## src/mtx_pkg.sv

```systemverilog
// Field widths, command and status codes of the mutex lock manager.
`default_nettype none

package mtx_pkg;

  localparam int CMD_W    = 2;
  localparam int MID_W    = 8;
  localparam int TID_W    = 6;
  localparam int PRIO_W   = 6;
  localparam int STATUS_W = 3;
  localparam int HANDLE_W = 5;

  typedef enum logic [CMD_W-1:0] {
    CMD_CREATE = 2'd0,
    CMD_LOCK   = 2'd1,
    CMD_UNLOCK = 2'd2
  } cmd_t;

  typedef enum logic [STATUS_W-1:0] {
    ST_OK       = 3'd0,
    ST_NOMEM    = 3'd1,
    ST_INVALID  = 3'd2,
    ST_DEADLOCK = 3'd3,
    ST_NOTOWNER = 3'd4,
    ST_BLOCKED  = 3'd5
  } status_t;

endpackage

`default_nettype wire

```

## src/mutex_table_with_wait_queues.sv

```systemverilog
// Top level of the mutex lock manager with per-mutex FIFO wait queues.
//
//   channel | direction | handshake            | payload
//   --------+-----------+----------------------+---------------------------------------------
//   request | in        | in_valid / in_ready  | cmd, mutex_id, task_id, task_prio
//   result  | out       | out_valid/ out_ready | status, handle, caller_prio, wake_valid,
//           |           |                      | wake_task
//
// One request per cycle sustained while results are taken; a stalled result holds the flow.
// The request register feeds one pass of table logic into the result register; the
// task link and saved-priority memories are read as the request is taken.
// rst (synchronous) clears the created, locked, owner and queue-valid marks and the
// created count at once; in_ready stays low while rst is high, and no clearing pass
// follows, so requests are taken right after rst.
// A stalled result holds the request register; the block still takes a request when
// either register is empty or the result is being taken.
`default_nettype none

module mutex_table_with_wait_queues #(
  parameter int NUM_MUTEX = 32,
  parameter int NUM_TASKS = 64
) (
  input  wire logic                          clk,
  input  wire logic                          rst,
  input  wire logic                          in_valid,
  output logic                               in_ready,
  input  wire logic [mtx_pkg::CMD_W-1:0]     cmd,
  input  wire logic [mtx_pkg::MID_W-1:0]     mutex_id,
  input  wire logic [mtx_pkg::TID_W-1:0]     task_id,
  input  wire logic [mtx_pkg::PRIO_W-1:0]    task_prio,
  output logic                               out_valid,
  input  wire logic                          out_ready,
  output logic [mtx_pkg::STATUS_W-1:0]       status,
  output logic [mtx_pkg::HANDLE_W-1:0]       handle,
  output logic [mtx_pkg::PRIO_W-1:0]         caller_prio,
  output logic                               wake_valid,
  output logic [mtx_pkg::TID_W-1:0]          wake_task
);

  localparam int MIDX_W = (NUM_MUTEX > 1) ? $clog2(NUM_MUTEX) : 1;
  localparam int TIDX_W = $clog2(NUM_TASKS);
  localparam int CNT_W  = $clog2(NUM_MUTEX + 1);
  // Wide enough to compare an 8-bit id against a bound of up to 256.
  localparam int CHK_W  = mtx_pkg::MID_W + 1;

  // ---------------------------------------------------------------- mutex table
  logic [NUM_MUTEX-1:0]           mutex_created;
  logic [NUM_MUTEX-1:0]           mutex_locked;
  logic [NUM_MUTEX-1:0]           queue_nonempty;
  logic [mtx_pkg::TID_W-1:0]      mutex_owner [NUM_MUTEX];
  logic [mtx_pkg::TID_W-1:0]      q_head      [NUM_MUTEX];
  logic [mtx_pkg::TID_W-1:0]      queue_tail  [NUM_MUTEX];
  logic [CNT_W-1:0]               created_count;

  // ---------------------------------------------------------------- task memories
  logic [mtx_pkg::TID_W-1:0]      task_next       [NUM_TASKS];
  logic [mtx_pkg::PRIO_W-1:0]     task_saved_prio [NUM_TASKS];

  // ---------------------------------------------------------------- request register
  logic                           s_valid;
  logic [mtx_pkg::CMD_W-1:0]      s_cmd;
  logic [mtx_pkg::MID_W-1:0]      s_mutex_id;
  logic [mtx_pkg::TID_W-1:0]      s_task_id;
  logic [mtx_pkg::PRIO_W-1:0]     s_task_prio;
  logic [mtx_pkg::TID_W-1:0]      s_head;   // queue head of the mutex, forwarded
  logic [mtx_pkg::TID_W-1:0]      s_link;   // link of that head waiter
  logic [mtx_pkg::PRIO_W-1:0]     s_sprio;  // saved priority of the caller

  // ---------------------------------------------------------------- handshake
  logic                           accept;
  logic                           s_fire;

  // ---------------------------------------------------------------- table pass
  logic                           s_m_ok;
  logic                           s_t_ok;
  logic [MIDX_W-1:0]              s_mi;
  logic [TIDX_W-1:0]              s_ti;
  logic                           req_ok;
  logic                           cur_locked;
  logic                           cur_nonempty;
  logic [mtx_pkg::TID_W-1:0]      cur_owner;
  logic [mtx_pkg::TID_W-1:0]      cur_tail;
  logic [TIDX_W-1:0]              tail_ti;
  logic                           ff_found;
  logic [MIDX_W-1:0]              ff_idx;

  mtx_pkg::status_t               res_status;
  logic [mtx_pkg::HANDLE_W-1:0]   res_handle;
  logic [mtx_pkg::PRIO_W-1:0]     res_prio;
  logic                           res_wake;
  logic [mtx_pkg::TID_W-1:0]      res_wake_task;

  logic                           create_we;
  logic                           lock_we;
  logic                           locked_next;
  logic [mtx_pkg::TID_W-1:0]      owner_next;
  logic                           ne_we;
  logic                           ne_next;
  logic                           head_we;
  logic [mtx_pkg::TID_W-1:0]      head_next;
  logic                           tail_we;
  logic                           link_we;
  logic                           prio_we;

  // ---------------------------------------------------------------- prefetch
  logic                           in_m_ok;
  logic [MIDX_W-1:0]              in_mi;
  logic [TIDX_W-1:0]              in_ti;
  logic [mtx_pkg::TID_W-1:0]      head_pref;
  logic [TIDX_W-1:0]              head_pref_ti;
  logic                           link_fwd;
  logic                           sprio_fwd;

  // Take a request when the request register is empty or moves on this edge.
  assign s_fire   = s_valid && (!out_valid || out_ready);
  assign in_ready = !rst && (!s_valid || !out_valid || out_ready);
  assign accept   = in_valid && in_ready;

  mtx_find_free #(
    .N     (NUM_MUTEX),
    .IDX_W (MIDX_W)
  ) u_find_free (
    .created (mutex_created),
    .found   (ff_found),
    .idx     (ff_idx)
  );

  // Decode the table entry addressed by the held request.
  always_comb begin
    s_m_ok       = CHK_W'(s_mutex_id) < CHK_W'(NUM_MUTEX);
    s_t_ok       = CHK_W'(s_task_id) < CHK_W'(NUM_TASKS);
    s_mi         = MIDX_W'(s_mutex_id);
    s_ti         = TIDX_W'(s_task_id);
    req_ok       = s_m_ok && s_t_ok && mutex_created[s_mi];
    cur_locked   = s_m_ok && mutex_locked[s_mi];
    cur_nonempty = s_m_ok && queue_nonempty[s_mi];
    cur_owner    = s_m_ok ? mutex_owner[s_mi] : '0;
    cur_tail     = s_m_ok ? queue_tail[s_mi] : '0;
    tail_ti      = TIDX_W'(cur_tail);
  end

  // One pass of the command over the addressed entry.
  always_comb begin
    res_status    = mtx_pkg::ST_INVALID;
    res_handle    = '0;
    res_prio      = s_task_prio;
    res_wake      = 1'b0;
    res_wake_task = '0;
    create_we     = 1'b0;
    lock_we       = 1'b0;
    locked_next   = 1'b0;
    owner_next    = '0;
    ne_we         = 1'b0;
    ne_next       = 1'b0;
    head_we       = 1'b0;
    head_next     = s_task_id;
    tail_we       = 1'b0;
    link_we       = 1'b0;
    prio_we       = 1'b0;

    unique case (mtx_pkg::cmd_t'(s_cmd))
      mtx_pkg::CMD_CREATE: begin
        // Hand out the lowest free handle while the table has room.
        if ((created_count < CNT_W'(NUM_MUTEX)) && ff_found) begin
          create_we  = 1'b1;
          res_handle = mtx_pkg::HANDLE_W'(ff_idx);
          res_status = mtx_pkg::ST_OK;
        end else begin
          res_status = mtx_pkg::ST_NOMEM;
        end
      end
      mtx_pkg::CMD_LOCK: begin
        if (!req_ok) begin
          res_status = mtx_pkg::ST_INVALID;
        end else if (cur_locked && (cur_owner == s_task_id)) begin
          res_status = mtx_pkg::ST_DEADLOCK;
        end else if (!cur_locked) begin
          // Acquire: save the caller's priority and run it at top priority.
          lock_we     = 1'b1;
          locked_next = 1'b1;
          owner_next  = s_task_id;
          prio_we     = 1'b1;
          res_prio    = '0;
          res_status  = mtx_pkg::ST_OK;
        end else begin
          // Held by another task: append the caller behind the tail.
          prio_we = 1'b1;
          if (cur_nonempty) begin
            link_we = 1'b1;
          end else begin
            head_we = 1'b1;
            ne_we   = 1'b1;
            ne_next = 1'b1;
          end
          tail_we    = 1'b1;
          res_status = mtx_pkg::ST_BLOCKED;
        end
      end
      mtx_pkg::CMD_UNLOCK: begin
        if (!req_ok) begin
          res_status = mtx_pkg::ST_INVALID;
        end else if (!cur_locked || (cur_owner != s_task_id)) begin
          res_status = mtx_pkg::ST_NOTOWNER;
        end else begin
          res_prio   = s_sprio;
          res_status = mtx_pkg::ST_OK;
          lock_we    = 1'b1;
          if (cur_nonempty) begin
            // Pass ownership to the head waiter and advance the queue.
            if (s_head == cur_tail) begin
              ne_we   = 1'b1;
              ne_next = 1'b0;
            end else begin
              head_we   = 1'b1;
              head_next = s_link;
            end
            locked_next   = 1'b1;
            owner_next    = s_head;
            res_wake      = 1'b1;
            res_wake_task = s_head;
          end else begin
            locked_next = 1'b0;
            owner_next  = '0;
          end
        end
      end
      default: begin
        res_status = mtx_pkg::ST_INVALID;
      end
    endcase
  end

  // Prefetch addresses for the incoming request, forwarding what the held
  // request writes on the same edge.
  always_comb begin
    in_m_ok      = CHK_W'(mutex_id) < CHK_W'(NUM_MUTEX);
    in_mi        = MIDX_W'(mutex_id);
    in_ti        = TIDX_W'(task_id);
    if (s_fire && head_we && s_m_ok && (s_mi == in_mi)) begin
      head_pref = head_next;
    end else if (in_m_ok) begin
      head_pref = q_head[in_mi];
    end else begin
      head_pref = '0;
    end
    head_pref_ti = TIDX_W'(head_pref);
    link_fwd     = s_fire && link_we && (tail_ti == head_pref_ti);
    sprio_fwd    = s_fire && prio_we && (s_ti == in_ti);
  end

  // Request register control.
  always_ff @(posedge clk) begin
    if (rst) begin
      s_valid <= 1'b0;
    end else if (accept) begin
      s_valid <= 1'b1;
    end else if (s_fire) begin
      s_valid <= 1'b0;
    end
  end

  // Request payload and memory reads, taken together on accept.
  always_ff @(posedge clk) begin
    if (accept) begin
      s_cmd       <= cmd;
      s_mutex_id  <= mutex_id;
      s_task_id   <= task_id;
      s_task_prio <= task_prio;
      s_head      <= head_pref;
      if (link_fwd) begin
        s_link <= s_task_id;
      end else begin
        s_link <= task_next[head_pref_ti];
      end
      if (sprio_fwd) begin
        s_sprio <= s_task_prio;
      end else begin
        s_sprio <= task_saved_prio[in_ti];
      end
    end
  end

  // Task memory writes: link at the old tail, saved priority at the caller.
  always_ff @(posedge clk) begin
    if (s_fire && link_we) begin
      task_next[tail_ti] <= s_task_id;
    end
    if (s_fire && prio_we) begin
      task_saved_prio[s_ti] <= s_task_prio;
    end
  end

  // Mutex marks and owners, cleared by reset.
  always_ff @(posedge clk) begin
    if (rst) begin
      mutex_created  <= '0;
      mutex_locked   <= '0;
      queue_nonempty <= '0;
      created_count  <= '0;
      for (int i = 0; i < NUM_MUTEX; i++) begin
        mutex_owner[i] <= '0;
      end
    end else if (s_fire) begin
      if (create_we) begin
        mutex_created[ff_idx] <= 1'b1;
        created_count         <= created_count + CNT_W'(1);
      end
      if (lock_we) begin
        mutex_locked[s_mi] <= locked_next;
        mutex_owner[s_mi]  <= owner_next;
      end
      if (ne_we) begin
        queue_nonempty[s_mi] <= ne_next;
      end
    end
  end

  // Queue pointers; meaningful only while the queue-valid mark is set.
  always_ff @(posedge clk) begin
    if (s_fire && head_we) begin
      q_head[s_mi] <= head_next;
    end
    if (s_fire && tail_we) begin
      queue_tail[s_mi] <= s_task_id;
    end
  end

  // Result register: hold until taken.
  always_ff @(posedge clk) begin
    if (rst) begin
      out_valid <= 1'b0;
    end else if (s_fire) begin
      out_valid <= 1'b1;
    end else if (out_ready) begin
      out_valid <= 1'b0;
    end
  end

  always_ff @(posedge clk) begin
    if (s_fire) begin
      status      <= res_status;
      handle      <= res_handle;
      caller_prio <= res_prio;
      wake_valid  <= res_wake;
      wake_task   <= res_wake_task;
    end
  end

endmodule

`default_nettype wire

```

## src/mtx_find_free.sv

```systemverilog
// Lowest-index search for a mutex handle that is not yet created.
`default_nettype none

module mtx_find_free #(
  parameter int N     = 32,
  parameter int IDX_W = 5
) (
  input  wire logic [N-1:0]     created,
  output logic                  found,
  output logic [IDX_W-1:0]      idx
);

  // Scan from the top so the lowest free entry wins.
  always_comb begin
    found = 1'b0;
    idx   = '0;
    for (int i = N - 1; i >= 0; i--) begin
      if (!created[i]) begin
        found = 1'b1;
        idx   = IDX_W'(i);
      end
    end
  end

endmodule

`default_nettype wire

```

## config.mk

```make
export PLATFORM = sky130hd
export DESIGN_NAME = mutex_table_with_wait_queues
export DESIGN_NICKNAME = d
export VERILOG_FILES = /design/src/mtx_pkg.sv /design/src/mutex_table_with_wait_queues.sv /design/src/mtx_find_free.sv
export SDC_FILE = /design/constraint.sdc
export NUM_CORES = 2
export LEC_CHECK = 0
export BUFFER_PORTS_ARGS = -buffer_cell sky130_fd_sc_hd__buf_2
export CAP_MARGIN = 20
export CORE_ASPECT_RATIO = 1.4
export CORE_MARGIN = 5
export CORE_UTILIZATION = 50
export CTS_CLUSTER_SIZE = 16
export DETAILED_ROUTE_END_ITERATION = 10
export GPL_ROUTABILITY_DRIVEN = 0
export GPL_TIMING_DRIVEN = 0
export PLACE_DENSITY_LB_ADDON = 0.25
export SYNTH_ARGS = -nofsm -noshare
export SYNTH_HDL_FRONTEND = slang
export SYNTH_SLANG_ARGS = --single-unit
```

## constraint.sdc

```tcl
create_clock -name clk -period 6.5 [get_ports clk]
set_input_delay 1.3 -clock clk [delete_from_list [all_inputs] [get_ports clk]]
set_output_delay 1.3 -clock clk [all_outputs]
set_load 0.03 [all_outputs]
```

-- Yosys cells after proc, flatten, opt, wreduce, memory -nomap -nowiden
Memory sizes are Yosys's and may differ from the RTL's. A register that Yosys moved wholly into a read port is not among the register bits.
Index checks and enable logic that the tools add are counted.
- flip-flop bits (word level): 153
- memory bits (writable): 1344
- bits of input ports: 26
- output and inout bits: 23
- logic and storage cells: 234
- memories kept: 5
- add/sub/neg operators: 1
- $lt $le $gt $ge: 7
- eq/ne operators: 6
- multiplexer cells: 166
- bitwise logic cells: 1
- reduce and logical (&&, ||, !) cells: 32
- memory list (name ; depth ; width ; read ports ; clocked after Yosys merged registers in ; wr ports ; RTL line ; source):
    task_next ; 64 ; 6 ; 1 ; 1 ; 1 ; mutex_table_with_wait_queues.sv:56 ; logic [mtx_pkg::TID_W-1:0] task_next [NUM_TASKS];
    task_saved_prio ; 64 ; 6 ; 1 ; 1 ; 1 ; mutex_table_with_wait_queues.sv:57 ; logic [mtx_pkg::PRIO_W-1:0] task_saved_prio [NUM_TASKS];
    mutex_owner ; 32 ; 6 ; 1 ; 1 ; 32 ; mutex_table_with_wait_queues.sv:50 ; logic [mtx_pkg::TID_W-1:0] mutex_owner [NUM_MUTEX];
    q_head ; 32 ; 6 ; 1 ; 0 ; 1 ; mutex_table_with_wait_queues.sv:51 ; logic [mtx_pkg::TID_W-1:0] q_head [NUM_MUTEX];
    queue_tail ; 32 ; 6 ; 1 ; 1 ; 1 ; mutex_table_with_wait_queues.sv:52 ; logic [mtx_pkg::TID_W-1:0] queue_tail [NUM_MUTEX];
- operator list (operator ; count):
    2-to-1 mux 5 bit ; 35
    2-to-1 mux 6 bit ; 21
    2-to-1 mux 1 bit ; 91
    bitwise mux 32 bit ; 2
    bitwise OR 32 bit ; 1
    one-hot mux 6 bit (2 select lines) ; 2
    logical AND 1 bit ; 16
    less-than comparator 8 x 6 -> 1 bit (second input constant) ; 2
    binary-select mux 1 bit (select 5 bit) ; 3
    2-to-1 mux 3 bit ; 5
    equality test 6 bit ; 2
    less-than comparator 5 x 6 -> 1 bit (second input constant) ; 2
    demux 1 bit (select 5 bit) ; 2
    >= comparator 5 x 1 -> 1 bit (second input constant) ; 2
    one-hot mux 3 bit (3 select lines) ; 1
    one-hot mux 1 bit (2 select lines) ; 4
    AND reduction 2 bit ; 4
    adder 6 x 1 -> 6 bit (second input constant) ; 1
    less-than comparator 6 bit (second input constant) ; 1
    inequality test 6 bit ; 1
    OR reduction 6 bit ; 1
    equality test 5 bit ; 1
    zero test 1 bit ; 4
    logical OR 1 bit ; 4
    other kinds (4) ; 5

-- Longest topological paths before layout
- word-level depth: 37
- depth in mapped cells: 25

-- Modules after synthesis
Synthesis repeated with hierarchy kept, for this count alone.
- cells, all modules: 3991
- area, all modules: 62377.3 um^2
- modules (own cells, without submodules) (module ; instances ; cells an instance ; area an instance (um^2) ; seq. area each (um^2)):
    mutex_table_with_wait_queues ; 1 ; 3925 ; 61984.4 ; 44372.6
    mtx_find_free ; 1 ; 66 ; 392.9 ; 0.0

-- Least setup slack after synthesis
Ideal clock, no wire load.
- kind: register -> register
- start: reg s_task_id[4] in the netlist's numbering
- end: reg s_link[1] in the netlist's numbering, read port of task_next, data pin
- library setup time: 0.268 ns
- arrival: 5.262 ns
- required time: 6.232 ns
- path slack: 0.970 ns
- stages on the path, launching flop included: 14
- path buffers: 1
- cells stage by stage: edfxtp_1 > clkinv_1 > a21o_1 > nand4b_4 > nor4_4 > o21ai_0 > mux2_2 > xnor2_1 > nor2_1 > nand4_2 > and2_0 > clkbuf_1 > o2111ai_1 > o211ai_1
- elaborated cells between the ends (all ways): 18
- those cells by class: eq/ne (2); mux (11); reduce/logical (5)
- RTL lines (element ; RTL line ; source):
    start, declared ; mutex_table_with_wait_queues.sv:63 ; logic [mtx_pkg::TID_W-1:0] s_task_id;
    start signal, assigned ; mutex_table_with_wait_queues.sv:267 ; s_task_id <= task_id;
    inequality test 6 bit / 2-to-1 mux 6 bit (equally long branches) ; mutex_table_with_wait_queues.sv:202, mutex_table_with_wait_queues.sv:210 ;
    logical OR 1 bit / 2-to-1 mux 6 bit (equally long branches) ; mutex_table_with_wait_queues.sv:202, mutex_table_with_wait_queues.sv:208 ;
    2-to-1 mux 6 bit ; mutex_table_with_wait_queues.sv:202 ; end else if (!cur_locked || (cur_owner != s_task_id)) begin
    2-to-1 mux 6 bit ; mutex_table_with_wait_queues.sv:200 ; if (!req_ok) begin
    2-to-1 mux 6 bit * ; mutex_table_with_wait_queues.sv:161 ; unique case (mtx_pkg::cmd_t'(s_cmd))
    named net head_next, one bit ; mutex_table_with_wait_queues.sv:100 ; logic [mtx_pkg::TID_W-1:0] head_next;
    2-to-1 mux 6 bit * ; mutex_table_with_wait_queues.sv:239 ; if (s_fire && head_we && s_m_ok && (s_mi == in_mi)) begin
    named net head_pref, one bit ; mutex_table_with_wait_queues.sv:109 ; logic [mtx_pkg::TID_W-1:0] head_pref;
    end, declared ; mutex_table_with_wait_queues.sv:66 ; logic [mtx_pkg::TID_W-1:0] s_link;
The timed path passes the listed nets; every way through them passes the cells marked *.
A chain may end at the register's enable or synchronous reset.

==> results_dict.tcl <==
set metrics [dict create \
    vias_per_cell 6.12 \
    syn_nets 3814 \
    period_minus_slack_ps 6490 \
    placedCellCount 5499 \
    place_area_um2 65600 \
    crit_end "s_link[0]" \
    design_area_um2 70600 \
    synth_edf_count 1405 \
    cts_max_path_buffers 3 \
    fmax_ghz 0.154 \
    cts_max_level 4 \
    avgSynthCellArea_um2 16.5 \
    worstSetupStartpointType "flip-flop" \
    rows 153 \
    postSynthCellCount 3783 \
    final_common_cell "edfxtp_1" \
    grt_max_degree 37 \
    cts_root_buffer "clkbuf_16" \
    synthDistinctLibCells 78 \
    grt_pass1_vias 36000 \
    fin_util_pct 56.9 \
    cp_data_required_time_ps 7080 \
    post_cts_hold_buffer_count 0 \
    peakVddDrop_v 0.000295 \
    synth_area_um2 62300 \
    die_h_um 428 \
    grt_overflow 0 \
    ant_nets 0 \
    end_kind "flip-flop" \
    finalCritPeriodShare_pct 99.8 \
    final_nets 4052 \
    p_per_area_nw_per_um2 288 \
    track_usage_pct 25.2 \
    setup_ws_ps 14.1 \
    synth_ff_type "edfxtp_1" \
    synth_area_leaders "edfxtp_1 (68%), mux4_2 (10%), mux2i_1 (3.8%)" \
    clock_sinks 1514 \
    drtIter0Drc 4206 \
    portBuffers 47 \
    rsz0062_at_grt "no" \
    start_util_pct 50.2 \
    yosys.area.top_type_share_pct 67.7 \
    antenna_found_initial 1 \
    cp_max_fo 10 \
    drive_above_1_share_pct 18.4 \
    num_vias 35300 \
    grt_pass1_wl_um 241000 \
    die-area_um2 132000 \
    run_status "completed" \
    yosysWarningCount 0 \
    cap_violations 0 \
    ios 49 \
    coreArea_um2 124000 \
    yosysSeqAreaShare_pct 71.2 \
    areaGrowthSynthToFinish_pct 13.3 \
    cp.arrival_ps 7070 \
    dp_hpwl_um 118000 \
    r2r-end "s_link[0]" \
    fin_tns_setup_ps 0 \
    rr_worst_depth 21 \
    worst_slew_pin_slew_ps 1020 \
    pre_cts_ws_ps -1690 \
    hold_class "flip-flop to flip-flop" \
    maxSlewHeadroom_pct 30.1 \
    async_flop_share_pct 0 \
    setup_viol 0 \
    r2r_slack_ps 10 \
    cts_made_buffers 140 \
    drcViolationCount 0 \
    layout_common_cells "edfxtp_1 (1405), nor2_1 (513), mux4_2 (282)" \
    hold-worst-slack_ps 470 \
    first_pass_iters 8 \
    clkTransAtPathRegs_ps 60 \
    clock_latency_ps 800 \
    synth_top_area_cell "edfxtp_1" \
    stdcell_count 5764 \
    avgRoutedWirePerCell_um 28.9 \
    die_w_um 308 \
    synth_seq_cells 1514 \
    power.total_mw 20.3 \
    fin_skew_ps 34.2 \
    drv_slew 0 \
    cts_tree "built" \
    critPathKind "flip-flop to flip-flop" \
    finalWirelength_um 167000 \
    hold_violations 0 \
    cellLeakagePower_nw 22.1 \
]
==> cell families (layout without fill, tap and decap cells) <==
group / after synthesis / after routing / share of synthesized area [%]
multiplexers: 563 / 564 / 14.9
flip-flops: 1514 / 1514 / 71.2
AO/OA/AOI/OAI: 427 / 427 / 4.34
adder cells (fa/ha/maj): 5 / 5 / 0.100
XOR/XNOR: 24 / 24 / 0.337
AND/OR/NAND/NOR: 934 / 934 / 6.62
buffers and inverters: 316 / 668 / 2.49
other: 0 / 1 / 0
==> critical path, stage by stage, from the launching register on <==
cell and delay, ps:
dfxtp_1 400, buf_8 230, buf_8 220, buf_6 260, mux4_2 540, mux2i_2 380, a21oi_1 260, and3_1 250
nor4_1 220, and4_1 370, nor4_4 70, buf_4 170, buf_6 170, o21ai_4 230, buf_6 190, mux2_2 490
nand2_1 150, clkbuf_1 520, nor2_1 230, o31ai_1 310, nand4_1 350, o211ai_1 260
==> area by class of cell <==
class	instances	area (µm²)
sequential	1514	44400
timing repair buffer	96	1280
inverter	90	342
antenna	1	2.50
clock buffer	173	3730
buffer	224	1240
multi-input combinational	1954	16600
timing repair inverter	1	5.00
fill	9605	53500
tap	1627	2040
clock inverter	84	981
==> metal layers <==
layer	wire length (µm)	vias to the layer above	GRT usage, %
met5	0	-	0.0738
met1	60500	18000	30.8
met4	10400	0	12.6
li1	-	15300	-
met2	84300	1553	43.5
met3	11300	458	4.33
==> registers in the layout (all words and copies together) (netlist names), 6 cells and up, named ones only <==
signal and cells:
caller_prio 6, created_count 6, mutex_created 32, mutex_locked 32, mutex_owner 192, q_head 192, queue_nonempty 32, queue_tail 192
s_head 6, s_link 6, s_mutex_id 8, s_sprio 6, s_task_id 6, s_task_prio 6, task_next 384, task_saved_prio 384
wake_task 6
==> report_power, final <==
| part | internal, mW | total (mW) | switching, mW |
|---|---|---|---|
| Sequential | 10.7 | 10.7 | 0.0398 |
| Clock | 4.84 | 8.50 | 3.66 |
| Combinational | 0.425 | 1.12 | 0.694 |
| Total | 15.9 | 20.3 | 4.40 |
==> timing repair <==
| item | CTS | global route |
|---|---|---|
| endpoints found under the hold margin | 0 | 0 |
| resized for setup | 43 | 13 |
| endpoints found under the setup margin | 6 | 6 |
| setup buffers | 3 | 1 |
| pin swaps | 2 | 5 |
| gates cloned | 1 | 1 |
==> worst min path at each step <==
stage | startpoint | to | slack, ps | depth (start not counted)
after floorplan | mutex_locked[10] | mutex_locked[10] | 440 | 2
after global placement | mutex_locked[31] | mutex_locked[31] | 460 | 2
after detailed placement | mutex_locked[13] | mutex_locked[13] | 460 | 2
after CTS | mutex_locked[31] | mutex_locked[31] | 470 | 2
after global routing | mutex_locked[8] | mutex_locked[8] | 500 | 2
final | mutex_locked[31] | mutex_locked[31] | 470 | 2
==> Yosys cell counts, types with 33 or more instances <==
library cell and instances:
a21oi_1 80, buf_1 33, nand3_1 65, mux2i_1 234, nor3_1 36, mux2_2 41
mux4_2 282, nand4_1 49, nand2_1 171, inv_1 86, nor2_1 513, dfxtp_1 109
o22ai_1 90, edfxtp_1 1405, a21o_1 36, a22oi_1 40, clkbuf_1 125, o21ai_0 96
No activity file was read; power rests on OpenSTA's default activity.
